===== config.mk =====
export PLATFORM = sky130hd
export DESIGN_NAME = banked_address_map_decoder
export DESIGN_NICKNAME = d
export VERILOG_FILES = /design/src/rtl/core/bamd_pkg.sv /design/src/rtl/core/bamd_decode.sv /design/src/rtl/core/banked_address_map_decoder.sv
export SDC_FILE = /design/constraint.sdc
export NUM_CORES = 1
export LEC_CHECK = 0
export BUFFER_PORTS_ARGS = -buffer_cell sky130_fd_sc_hd__buf_2
export CAP_MARGIN = 20
export CORE_ASPECT_RATIO = 1.5
export CORE_MARGIN = 2
export CORE_UTILIZATION = 30
export CTS_CLUSTER_SIZE = 24
export DETAILED_ROUTE_END_ITERATION = 12
export GPL_ROUTABILITY_DRIVEN = 0
export GPL_TIMING_DRIVEN = 1
export PLACE_DENSITY = 0.57
export SLEW_MARGIN = 10
export SYNTH_ARGS = -nofsm -noshare
export SYNTH_HDL_FRONTEND = slang
export SYNTH_SLANG_ARGS = --single-unit
export TNS_END_PERCENT = 100

===== constraint.sdc =====
create_clock -name i_clk -period 3.1 [get_ports i_clk]
set_clock_uncertainty 0.2 [all_clocks]
set_input_delay 0.155 -clock i_clk [delete_from_list [all_inputs] [get_ports i_clk]]
set_output_delay 0.155 -clock i_clk [all_outputs]
set_load 0.02 [all_outputs]

===== src/rtl/core/bamd_pkg.sv =====
// Package of shared types, codes and the I/O device table of the address map decoder.
`timescale 1ns / 1ps

package bamd_pkg;

    localparam int RomBankBitsDefault = 7;
    localparam int ExtRamBankBitsDefault = 2;
    localparam int RomBankW = 7;
    localparam int ExtBankW = 2;
    localparam int OffsetW = 21;
    localparam int CfgIndexW = 2;
    localparam int CfgDataW = 3;

    typedef enum logic [3:0] {
        RG_NONE    = 4'd0,
        RG_ROM     = 4'd1,
        RG_VRAM    = 4'd2,
        RG_ERAM    = 4'd3,
        RG_WRAM    = 4'd4,
        RG_OAM     = 4'd5,
        RG_IO      = 4'd6,
        RG_HRAM    = 4'd7,
        RG_IE      = 4'd8,
        RG_BANKREG = 4'd9
    } t_region;

    typedef enum logic [2:0] {
        IO_NONE    = 3'd0,
        IO_JOYPAD  = 3'd1,
        IO_SERIAL  = 3'd2,
        IO_TIMER   = 3'd3,
        IO_CPU     = 3'd4,
        IO_AUDIO   = 3'd5,
        IO_DISPLAY = 3'd6
    } t_io_dev;

    typedef enum logic [CfgIndexW-1:0] {
        CFG_BANKING_ENABLED = 2'd0,
        CFG_EXT_RAM_PRESENT = 2'd1,
        CFG_VIDEO_BANK      = 2'd2,
        CFG_WORK_BANK       = 2'd3
    } t_cfg_index;

    typedef enum logic [1:0] {
        BR_RAM_ENABLE = 2'd0,
        BR_LOW_BITS   = 2'd1,
        BR_HIGH_BITS  = 2'd2,
        BR_MODE       = 2'd3
    } t_bank_reg;

    typedef enum logic {
        OP_READ  = 1'b0,
        OP_WRITE = 1'b1
    } t_opcode;

    typedef struct packed {
        logic        opcode;
        logic [15:0] bus_address;
        logic [7:0]  write_byte;
    } t_in_item;

    typedef struct packed {
        t_region              region;
        logic [OffsetW-1:0]   region_offset;
        t_io_dev              io_device;
        logic [6:0]           io_index;
        logic                 store_write;
        logic                 read_zero;
        logic [RomBankW-1:0]  rom_bank_now;
    } t_out_item;

    typedef struct packed {
        logic       banking_enabled;
        logic       ext_ram_present;
        logic       video_bank;
        logic [2:0] work_bank;
    } t_cfg;

    typedef struct packed {
        logic [4:0] low_bits;
        logic [1:0] high_bits;
        logic       ram_mode;
    } t_bank_state;

    function automatic t_io_dev io_class(input logic [6:0] idx);
        t_io_dev dev;
        case (idx) inside
            7'h00:                         dev = IO_JOYPAD;
            [7'h01:7'h02]:                 dev = IO_SERIAL;
            [7'h04:7'h07]:                 dev = IO_TIMER;
            7'h0F, 7'h4D:                  dev = IO_CPU;
            [7'h10:7'h14], [7'h16:7'h1E],
            [7'h20:7'h26], [7'h30:7'h3F]:  dev = IO_AUDIO;
            [7'h40:7'h4B]:                 dev = IO_DISPLAY;
            default:                       dev = IO_NONE;
        endcase
        return dev;
    endfunction

endpackage


===== src/rtl/core/bamd_decode.sv =====
// Combinational decode of one access: region, offset, device class and bank register update.
`timescale 1ns / 1ps

module bamd_decode import bamd_pkg::*; #(
    parameter int ROM_BANK_BITS     = RomBankBitsDefault,
    parameter int EXT_RAM_BANK_BITS = ExtRamBankBitsDefault
) (
    input  t_in_item    i_item,
    input  t_cfg        i_cfg,
    input  t_bank_state i_bank,
    output t_bank_state o_bank_next,
    output t_out_item   o_result
);

    localparam logic [RomBankW-1:0] RomMask = RomBankW'((1 << ROM_BANK_BITS) - 1);
    localparam logic [ExtBankW-1:0] ExtMask = ExtBankW'((1 << EXT_RAM_BANK_BITS) - 1);

    logic [15:0]         addr;
    logic                wr;
    logic                bank_write;
    logic [4:0]          low_data;
    logic [RomBankW-1:0] rom_bank;
    logic [ExtBankW-1:0] ext_bank;
    logic [2:0]          work_bank;
    t_bank_state         n_bank;
    t_out_item           res;

    always_comb begin
        addr = i_item.bus_address;
        if (addr inside {[16'hE000:16'hFDFF]}) begin
            addr[13] = 1'b0;
        end
    end

    assign wr = i_item.opcode == OP_WRITE;
    assign bank_write = wr && i_cfg.banking_enabled && !addr[15];
    assign low_data = i_item.write_byte[4:0];

    always_comb begin
        n_bank = i_bank;
        if (bank_write) begin
            case (t_bank_reg'(addr[14:13]))
                BR_LOW_BITS:  n_bank.low_bits = (low_data == 5'd0) ? 5'd1 : low_data;
                BR_HIGH_BITS: n_bank.high_bits = i_item.write_byte[1:0];
                BR_MODE:      n_bank.ram_mode = i_item.write_byte[0];
                default:      n_bank = i_bank;
            endcase
        end
    end

    // Only bank register writes change the state, so the post-access bank serves ROM reads too.
    assign rom_bank = (n_bank.ram_mode ? {2'b00, n_bank.low_bits}
                                       : {n_bank.high_bits, n_bank.low_bits}) & RomMask;
    assign ext_bank = (i_bank.ram_mode ? i_bank.high_bits : 2'b00) & ExtMask;
    assign work_bank = (i_cfg.work_bank == 3'd0) ? 3'd1 : i_cfg.work_bank;

    always_comb begin
        res = '0;
        res.region = RG_NONE;
        res.io_device = IO_NONE;
        case (addr) inside
            [16'h0000:16'h7FFF]: begin
                if (bank_write) begin
                    res.region = RG_BANKREG;
                    res.region_offset = OffsetW'(addr[14:13]);
                end else begin
                    res.region = RG_ROM;
                    if (!addr[14]) begin
                        res.region_offset = OffsetW'(addr[13:0]);
                    end else begin
                        res.region_offset = {rom_bank, addr[13:0]};
                    end
                end
            end
            [16'h8000:16'h9FFF]: begin
                res.region = RG_VRAM;
                res.region_offset = OffsetW'({i_cfg.video_bank, addr[12:0]});
                res.store_write = wr;
            end
            [16'hA000:16'hBFFF]: begin
                if (i_cfg.ext_ram_present) begin
                    res.region = RG_ERAM;
                    res.region_offset = OffsetW'({ext_bank, addr[12:0]});
                    res.store_write = wr;
                end else begin
                    res.read_zero = !wr;
                end
            end
            [16'hC000:16'hCFFF]: begin
                res.region = RG_WRAM;
                res.region_offset = OffsetW'(addr[11:0]);
                res.store_write = wr;
            end
            [16'hD000:16'hDFFF]: begin
                res.region = RG_WRAM;
                res.region_offset = OffsetW'({work_bank, addr[11:0]});
                res.store_write = wr;
            end
            [16'hFE00:16'hFE9F]: begin
                res.region = RG_OAM;
                res.region_offset = OffsetW'(addr[7:0]);
                res.store_write = wr;
            end
            [16'hFF00:16'hFF7F]: begin
                res.region = RG_IO;
                res.io_index = addr[6:0];
                res.io_device = io_class(addr[6:0]);
                res.region_offset = OffsetW'(addr[6:0]);
                res.read_zero = !wr && (res.io_device == IO_NONE);
            end
            [16'hFF80:16'hFFFE]: begin
                res.region = RG_HRAM;
                res.region_offset = OffsetW'(addr[6:0]);
                res.store_write = wr;
            end
            16'hFFFF: begin
                res.region = RG_IE;
            end
            default: begin
                res.read_zero = !wr;
            end
        endcase
        res.rom_bank_now = rom_bank;
    end

    assign o_bank_next = n_bank;
    assign o_result = res;

endmodule


===== src/rtl/core/banked_address_map_decoder.sv =====
// Top level of the banked address map decoder with MBC1 bank registers.
// The block decodes one CPU byte access per item on the input channel
// (opcode, bus address, write data) into a region, a byte offset inside
// the bank in use, the I/O device class and the ROM bank mapped at 0x4000.
// Writes below 0x8000 go to the bank registers when banking is enabled; those below 0x2000 change no state.
// An item is held in the input register, decoded combinationally and lands
// in the output register, from which its result is offered. Both stages
// advance together, so one item per cycle is sustained while the receiver
// takes results. When the receiver stalls, the output register holds its
// result and one more item can wait in the input register; ready then
// falls until the receiver takes the held result.
// The configuration channel is always ready and registers each valid write.
// Reset clears both stages, restores the configuration registers to their
// defaults and sets the bank registers to low bank 1, high bits 0, mode 0.
`timescale 1ns / 1ps

module banked_address_map_decoder import bamd_pkg::*; #(
    parameter int ROM_BANK_BITS     = RomBankBitsDefault,
    parameter int EXT_RAM_BANK_BITS = ExtRamBankBitsDefault
) (
    input  logic                 i_clk,
    input  logic                 i_rst_n,
    input  logic                 i_in_valid,
    output logic                 o_in_ready,
    input  t_in_item             i_in_item,
    output logic                 o_out_valid,
    input  logic                 i_out_ready,
    output t_out_item            o_out_item,
    input  logic                 i_cfg_valid,
    output logic                 o_cfg_ready,
    input  t_cfg_index           i_cfg_index,
    input  logic [CfgDataW-1:0]  i_cfg_data
);

    logic        r_in_valid;
    t_in_item    r_in;
    logic        r_out_valid;
    t_out_item   r_out;
    t_cfg        r_cfg;
    t_bank_state r_bank;
    t_bank_state n_bank;
    t_out_item   n_out;
    logic        advance;
    logic        out_free;

    assign out_free = !r_out_valid || i_out_ready;
    assign advance = r_in_valid && out_free;
    assign o_in_ready = !r_in_valid || advance;
    assign o_out_valid = r_out_valid;
    assign o_out_item = r_out;
    assign o_cfg_ready = 1'b1;

    bamd_decode #(
        .ROM_BANK_BITS     (ROM_BANK_BITS),
        .EXT_RAM_BANK_BITS (EXT_RAM_BANK_BITS)
    ) u_decode (
        .i_item      (r_in),
        .i_cfg       (r_cfg),
        .i_bank      (r_bank),
        .o_bank_next (n_bank),
        .o_result    (n_out)
    );

    always_ff @(posedge i_clk) begin
        if (!i_rst_n) begin
            r_in_valid <= 1'b0;
            r_out_valid <= 1'b0;
            r_bank.low_bits <= 5'd1;
            r_bank.high_bits <= 2'd0;
            r_bank.ram_mode <= 1'b0;
        end else begin
            if (o_in_ready) begin
                r_in_valid <= i_in_valid;
            end
            if (out_free) begin
                r_out_valid <= r_in_valid;
            end
            if (advance) begin
                r_bank <= n_bank;
            end
        end
    end

    always_ff @(posedge i_clk) begin
        if (o_in_ready && i_in_valid) begin
            r_in <= i_in_item;
        end
        if (advance) begin
            r_out <= n_out;
        end
    end

    always_ff @(posedge i_clk) begin
        if (!i_rst_n) begin
            r_cfg.banking_enabled <= 1'b1;
            r_cfg.ext_ram_present <= 1'b0;
            r_cfg.video_bank <= 1'b0;
            r_cfg.work_bank <= 3'd1;
        end else if (i_cfg_valid) begin
            case (i_cfg_index)
                CFG_BANKING_ENABLED: r_cfg.banking_enabled <= i_cfg_data[0];
                CFG_EXT_RAM_PRESENT: r_cfg.ext_ram_present <= i_cfg_data[0];
                CFG_VIDEO_BANK:      r_cfg.video_bank <= i_cfg_data[0];
                CFG_WORK_BANK:       r_cfg.work_bank <= i_cfg_data;
                default:             r_cfg <= r_cfg;
            endcase
        end
    end

    a_low_bank_nonzero: assert property (@(posedge i_clk) disable iff (!i_rst_n)
        r_bank.low_bits != 5'd0)
        else $error("Low bank field holds zero.");

    a_io_fields_only_for_io: assert property (@(posedge i_clk) disable iff (!i_rst_n)
        r_out_valid && r_out.region != RG_IO |->
            r_out.io_device == IO_NONE && r_out.io_index == 7'd0)
        else $error("I/O fields set outside the I/O region.");

    a_unmapped_is_quiet: assert property (@(posedge i_clk) disable iff (!i_rst_n)
        r_out_valid && r_out.region == RG_NONE |->
            r_out.region_offset == '0 && !r_out.store_write)
        else $error("Unmapped access carries an offset or a store write.");

    a_stall_only_when_full: assert property (@(posedge i_clk) disable iff (!i_rst_n)
        !o_in_ready |-> r_in_valid && r_out_valid && !i_out_ready)
        else $error("Input stalled while the pipeline had room.");

    a_bank_holds_without_item: assert property (@(posedge i_clk) disable iff (!i_rst_n)
        !advance |=> $stable(r_bank))
        else $error("Bank registers changed without a decoded item.");

endmodule


# Word-level counts from Yosys, hierarchy flattened
# Index checks and enable logic that the tools add are counted.
# Widths: inputs -> output; s select.
dict set report totals {
  elab_cells 159
  out_inout_bits 47
  in_bits 35
  register_bits 82
}
dict set report op_classes {
  reduce_logical 40
  eq_ne 9
  bitwise_logic 1
  n_mux 58
  order_cmp 32
}
# op n
set op_table {}
lappend op_table {{$mux 21} 8}
lappend op_table {{$ge 16x16->1 const B} 8}
lappend op_table {{$le 16x16->1 const B} 8}
lappend op_table {{$mux 3} 14}
lappend op_table {{$mux 4} 9}
lappend op_table {{$mux 25} 1}
lappend op_table {{$mux 23} 1}
lappend op_table {{$logic_and 1x1->1} 21}
lappend op_table {{$mux 1} 18}
lappend op_table {{$eq 16x16->1 const B} 1}
lappend op_table {{$ge 16x1->1 const B} 1}
lappend op_table {{$le 16x15->1 const B} 1}
lappend op_table {{$ge 7x5->1 const B} 2}
lappend op_table {{$ge 7x6->1 const B} 2}
lappend op_table {{$le 7x5->1 const B} 2}
lappend op_table {{$le 7x6->1 const B} 2}
lappend op_table {{$mux 7} 2}
lappend op_table {{$mux 5} 2}
lappend op_table {{$eq 2x2->1 const B} 4}
lappend op_table {{$mux 8} 1}
lappend op_table {{$reduce_and 2->1} 4}
lappend op_table {{$eq 7x4->1 const B} 1}
lappend op_table {{$eq 7x7->1 const B} 1}
lappend op_table {{$ge 7x1->1 const B} 1}
lappend op_table {{17 further kinds} 25}

# Logic depth before layout (Yosys ltp)
# Gate-level depths: netlist of run 1.
dict set report logic_depth {
  depth_word 22
  depth_mapped 6
  depth_no_buf 4
}

# Modules after synthesis
# A second synthesis of run 1 with hierarchy kept.
dict set report unflattened {
  cells_unflattened 281
  hier_area_um2 3631.0
}
# mod seq_area_each_um2 cells_each area_per_inst_um2 instances
set modules_own_cells {}
lappend modules_own_cells {banked_address_map_decoder 2392.3 141 2746.4 1}
lappend modules_own_cells {bamd_decode 0.0 140 884.6 1}

# Worst setup path before layout of run 1
# No wires, ideal clock.
dict set report synth_timing {
  path_type {register -> register}
  startpoint {reg r_out_valid (netlist: o_out_valid)}
  endpoint {reg r_out, in the netlist o_out_item[0], enable pin}
  synth_period_minus_slack_ns 2.232
  arrival_ns 1.634
  setup_slack_ns 0.868
  setup_time_ns 0.398
  required_ns 2.502
  n_path_buf 1
  stages_incl_launch_ff 5
  path_cell_list {dfxtp_1 nand2b_1 nand2_1 clkbuf_1 inv_1}
}
dict set report synth_via {
  elab_chain_len 3
}
# element line
set synth_lines {}
lappend synth_lines {{start, declared} banked_address_map_decoder.sv:37} ;# logic r_out_valid;
lappend synth_lines {{start signal, assigned} banked_address_map_decoder.sv:76} ;# r_out_valid <= r_in_valid;
lappend synth_lines {{$logic_not 1->1} banked_address_map_decoder.sv:46} ;# assign out_free = !r_out_valid || i_out_ready;
lappend synth_lines {{$logic_or 1x1->1} banked_address_map_decoder.sv:46}
lappend synth_lines {{$logic_and 1x1->1} banked_address_map_decoder.sv:47} ;# assign advance = r_in_valid && out_free;
lappend synth_lines {{net advance} banked_address_map_decoder.sv:43} ;# logic advance;
lappend synth_lines {{end signal, assigned} banked_address_map_decoder.sv:89} ;# r_out <= n_out;
lappend synth_lines {{end, declared} banked_address_map_decoder.sv:38} ;# t_out_item r_out;
# The timed path passes the listed nets, and every way through them passes these cells.
# A chain may end at the register's enable or synchronous reset.

==> flow_summary.yaml, run 1 <==
clock_network:
  cts_max_level: 3
  cts_tree: "yes"
  cts.clk_slew.worst_paths_ns: 0.06
  post-cts-setup-buffers: 0
  root_buffer: "clkbuf_16"
  clockBufferDepth: 2
  cts_made_buffers: 9
  clkLatencyLatePin_ns: 0.34
  clkSinkCount: 82
yosys:
  synthMuxAreaShare_pct: 3.75
  ys_types: 49
  avgSynthCellArea_um2: 12.3
  synth_edf_count: 66
  synthDominantCellAreaShare_pct: 55.0
  synthSimpleGateAreaFrac_pct: 18.6
  synth-seq-area-share_pct: 63.9
  ys.flop_type: "edfxtp_1"
  synth_top_family_by_area: "simple AND/OR/NAND/NOR gates"
  ys_ff_latch: 82
  synth_fp_nets: 327
  synth_xor_area_share_pct: 0.243
  synth_fa_ha_area_share_pct: 0
  syn_area_mm2: 0.00360
  synthCells: 292
  synth_area_leaders: "edfxtp_1 (55%), dfxtp_1 (8.9%), mux2i_1 (2.5%), nor2_1 (2.5%), nand2_1 (2.2%)"
  ys_async_sr_fraction_pct: 0
  synth_warnings: 0
  synth_compound_area_share_pct: 10.4
  yosysTopAreaCell: "edfxtp_1"
critical_path:
  crit_chain: "inv_1 -> nor3_4 -> mux2_2 -> o211a_1"
  cp.arrival_ns: 2.17
  slowest_delay_ns: 0.60
  critPathCaptureType: "flip-flop"
  required_ns: 3.13
  path_max_fanout: 13
  startpoint_type: "flip-flop"
  path_class: "reg2reg"
  cpMaxStageDelayCell: "edfxtp_1"
global_route:
  antenna_found_initial: 0
  grt_pass1_wl_um: 12300
  grt_max_degree: 37
  overflow: 0
  grt_pass1_vias: 2515
  grtUsageTotal_pct: 12.5
placed_design:
  dp_hpwl_um: 5770
  io_buffers: 77
timing:
  period_minus_slack_ns: 2.14
  fin_setup_tns_ns: 0
  rsz0062_at_grt: "no"
  slew_violations: 0
  setup_viol: 0
  max_freq_mhz: 468
  finalCritPeriodShare_pct: 69.0
  finalHoldViolations: 0
  slew_headroom_pct: 58.8
  worstMarginPinSlew_ns: 0.618
pwr:
  p_leak_nw: 1.91
  p_per_area_mw_per_mm2: 557
  finalPower_mw: 2.65
  peakVddDrop_v: 0.000249
worst_hold_path:
  hold_path.class: "in2reg"
layout:
  multi_input_area_mm2: 0.00119
  regArea_mm2: 0.00230
  syn2layout_area_growth_pct: 32.3
  drive_gt1_share_pct: 25.7
  nets: 435
  final_common_cell: "buf_2"
  layout_common_cells: "buf_2 (77), edfxtp_1 (66), dlygate4sd3_1 (32), nor2_1 (24), nand2_1 (21)"
  n_fill_cell: 1164
  n_antenna_cell: 0
routing:
  vias: 2563
  drt-pass1-iter-count: 5
  wire_per_inst_um: 14.0
  remaining_drc_errors: 0
  vias_per_cell: 4.59
  drtAntennaViolNets: 0
  first_iter_violations: 179
  wirelength_um: 7820
floorplan:
  rows: 49
  io_pins: 82
  core_mm2: 0.0118
  die_x_um: 93.5
  die_y_um: 138
  die_area_mm2: 0.0129
  start_util_pct: 30.4
run:
  drv_cap: 0
status:
  status: "finished clean"
-- where the power goes --
part	switching, mW	leakage, nW	internal, mW
combinational	0.137	0.998	0.109
clock	0.379	0.151	0.724
sequential	0.0482	0.756	1.25
total	0.564	1.91	2.09
-- synth_stat cells (5+ instances only) --
| cell type | number |
|---|---|
| edfxtp_1 | 66 |
| nor2_1 | 24 |
| nand2_1 | 21 |
| dfxtp_1 | 16 |
| a21oi_1 | 12 |
| o21ai_0 | 12 |
| and2_1 | 11 |
| and3_1 | 9 |
| mux2i_1 | 9 |
| inv_1 | 8 |
| nand4_1 | 7 |
| buf_2 | 6 |
| nand2b_1 | 6 |
| nand3_1 | 6 |
| nor2b_1 | 6 |
| a31oi_1 | 5 |
| clkbuf_1 | 5 |
| nand3b_1 | 5 |
-- final timing paths --
| check | start | to | slack (ns) | cells past startpoint |
|---|---|---|---|---|
| hold / removal | i_cfg_valid | r_cfg[3]$_SDFFE_PN0P_ | 0.01 | 4 |
| setup reg to reg | r_in[21]$_DFFE_PP_ | r_bank[6]$_SDFFE_PN0P_ | 0.96 | 4 |
| hold reg to reg | r_cfg[3]$_SDFFE_PN0P_ | r_cfg[3]$_SDFFE_PN0P_ | 0.33 | 2 |
| setup / recovery | r_in[21]$_DFFE_PP_ | r_bank[6]$_SDFFE_PN0P_ | 0.96 | 4 |
-- state kept, by name, summed over array words and instances, names as in the netlist --
name / count
r_cfg: 6
r_bank: 8
o_out_item: 44
r_in_valid: 1
r_in: 22
o_out_valid: 1
-- cells by family after synthesis --
| family | Yosys count |
|---|---|
| xor gates and xnor gates | 1 |
| other | 1 |
| DFF | 82 |
| AOI/OAI and AO/OA | 54 |
| and+or+nand+nor | 118 |
| muxes | 13 |
| buffers and inverters | 23 |
-- layer usage --
metal | global-route usage (%) | wire length (um)
met3 | 3.49 | 423
met5 | 0 | 0
met2 | 21.4 | 4000
met1 | 14.2 | 3210
met4 | 6.04 | 185
-- critical path, delay by kind of cell, from the launching register on --
| family | cells | cell delay, ns |
|---|---|---|
| flops | 1 | 0.60 |
| mux | 1 | 0.40 |
| simple gates | 1 | 0.37 |
| buf+inv | 1 | 0.25 |
| compound gates | 1 | 0.21 |
-- through the flow --
step	utilization, %	area [um^2]	std cells	hold slack, ns	setup WS, ns
4_1_cts	40.3	4760	558	0.00435	0.956
6_report	40.3	4760	558	0.00954	0.961
2_1_floorplan	-	3600	292	0.0539	0.868
5_1_grt	40.3	4760	558	0.0772	0.848
3_3_place_gp	34.9	4130	510	0.134	0.997
3_5_place_dp	34.9	4130	510	0.133	0.978
-- what timing repair did --
| item | in CTS | in global routing |
|---|---|---|
| gates resized for setup | 0 | 0 |
| hold buffers | 32 | 0 |
| endpoints found under the hold margin | 35 | 0 |
-- area by class of cell --
class | instances | area share, %
Tap cell | 153 | 4.02
Inverter | 9 | 0.709
Multi-Input combinational cell | 187 | 25.0
Timing Repair Buffer | 111 | 15.4
Sequential cell | 82 | 48.3
Clock buffer | 13 | 5.25
Clock inverter | 3 | 1.34
Note: power is estimated with default switching activity, not from simulation.
==> inputs of run 2 (changes only) <==
Settings changed: PLACE_DENSITY 0.57 to 0.59.
Clock period 3.1 ns to 1.9 ns, I/O delays scaled along.
==> run 2 against run 1 <==
  * Critical path depth grew 1
  * Sequential power increased by 62%
  * Utilization grew 1.9 points
  * Cell count grew 5.2%
  * Critical path type unchanged
==> flow_summary.yaml, run 2 (synthesized netlist as in run 1, its figures left out) <==
timing:
  hold_ws_ns: 0.0738
  setup_slack_ns: 0.0705
  slew_violations: 0
  finalHoldViolations: 0
  period_minus_slack_ns: 1.83
  fin_setup_tns_ns: 0
  worstMarginPinSlew_ns: 0.551
  slew_headroom_pct: 63.2
  max_freq_mhz: 547
  finalCritPeriodShare_pct: 96.3
  setup_viol: 0
placed_design:
  dp_hpwl_um: 5960
  place_area_mm2: 0.00429
  place_inst: 529
  io_buffers: 77
  dpl_worst_slack_ns: 0.0754
clock_network:
  clkLatencyLatePin_ns: 0.33
  cts_made_buffers: 9
  clockBufferDepth: 2
  cts_tree: "yes"
  cts_max_level: 3
  clkSinkCount: 82
  cts.clk_slew.worst_paths_ns: 0.06
  root_buffer: "clkbuf_16"
layout:
  final_common_cell: "buf_2"
  n_antenna_cell: 0
  layout_common_cells: "buf_2 (77), edfxtp_1 (66), dlygate4sd3_1 (35), buf_4 (25), nor2_1 (24)"
  layout.cells.non_filler: 587
  largest_reg_flops: 44
  drive_gt1_share_pct: 31.1
  finalCoreUtilization_pct: 42.1
  syn2layout_area_growth_pct: 38.5
  finalInstanceArea_mm2: 0.00499
  nets: 464
  n_fill_cell: 1139
floorplan:
  die_y_um: 138
  core_mm2: 0.0118
  start_util_pct: 30.4
  io_pins: 82
  die_area_mm2: 0.0129
  rows: 49
  die_x_um: 93.5
critical_path:
  critPathCaptureType: "flip-flop"
  path_class: "reg2reg"
  required_ns: 1.78
  cp.arrival_ns: 1.71
  startpoint_type: "flip-flop"
  crit_top_cell: "and3_1"
  path_max_fanout: 3
  crit_chain: "buf_4 -> nor2b_1 -> and3_1 -> and3_1 -> a211o_1"
  slowest_delay_ns: 0.41
  cpMaxStageDelayCell: "edfxtp_1"
global_route:
  grt_max_degree: 29
  overflow: 0
  grtUsageTotal_pct: 12.9
  grt_pass1_vias: 2583
  grt_pass1_wl_um: 12900
  antenna_found_initial: 0
routing:
  vias: 2734
  wirelength_um: 8170
  wire_per_inst_um: 13.9
  drt-pass1-iter-count: 4
  vias_per_cell: 4.66
  drtAntennaViolNets: 0
  remaining_drc_errors: 0
  first_iter_violations: 161
run:
  drv_cap: 0
pwr:
  peakVddDrop_v: 0.000325
  finalPower_mw: 4.14
  p_per_area_mw_per_mm2: 831
  p_leak_nw: 2.03
status:
  status: "finished clean"
worst_hold_path:
  hold_path.class: "in2reg"
-- run 2: changes by cell type in the layout (fill, tap and decap cells not counted), moves of 2 or more --
| cell | delta |
|---|---|
| buf_4 | +24 |
| dlygate4sd3_1 | +3 |
| bufinv_16 | -2 |
| clkinv_2 | +2 |
-- run 2: what timing repair did --
action / CTS / global route
setup buffers: 0 / 7
hold buffers: 35 / 0
hold endpoints to repair: 35 / 0
resized for setup: 0 / 5
setup endpoints to repair: 0 / 9
-- run 2: final timing paths --
kind | from | endpoint | slack [ns] | cells past startpoint
worst min-delay path | i_cfg_index[0] | r_cfg[2]$_SDFFE_PN0P_ | 0.07 | 4
worst max register to register | r_in[23]$_DFFE_PP_ | o_out_item[32]$_DFFE_PP_ | 0.07 | 5
worst min register to register | r_cfg[3]$_SDFFE_PN0P_ | r_cfg[3]$_SDFFE_PN0P_ | 0.32 | 2
worst max-delay path | r_in[23]$_DFFE_PP_ | o_out_item[32]$_DFFE_PP_ | 0.07 | 5
-- run 2: area by class of cell --
cell class	count	area, um^2	share of cell area [%]
clock inverters	3	13.8	0.276
repair buffers	140	975	19.5
inverters	9	37.5	0.753
multi-input cells	187	1200	24.1
well taps	153	191	3.84
clock buffers	13	260	5.22
flip-flops and latches	82	2310	46.2
-- run 2: critical path: cells and delay by family, from the launching register on --
kind / cells / cell delay [ns]
buffers and inverters: 1 / 0.16
and+or+nand+nor: 3 / 0.55
AOI/OAI and AO/OA: 1 / 0.27
DFF: 1 / 0.41
-- run 2: layer usage --
metal | routed length (um) | up-vias | share of wire (%) | global-route usage, %
li1 | - | 1367 | - | -
met4 | 76 | 0 | 0.93 | 5.11
met5 | 0 | - | 0 | 0
met1 | 3390 | 1306 | 41 | 15.3
met2 | 4420 | 57 | 54 | 22.4
met3 | 281 | 4 | 3.4 | 2.72
-- run 2: report_power, final --
group | switching (mW) | internal, mW | leakage (nW) | total [mW]
Clock | 0.617 | 0.947 | 0.137 | 1.56
Combinational | 0.259 | 0.220 | 1.14 | 0.479
Sequential | 0.0563 | 2.04 | 0.757 | 2.10
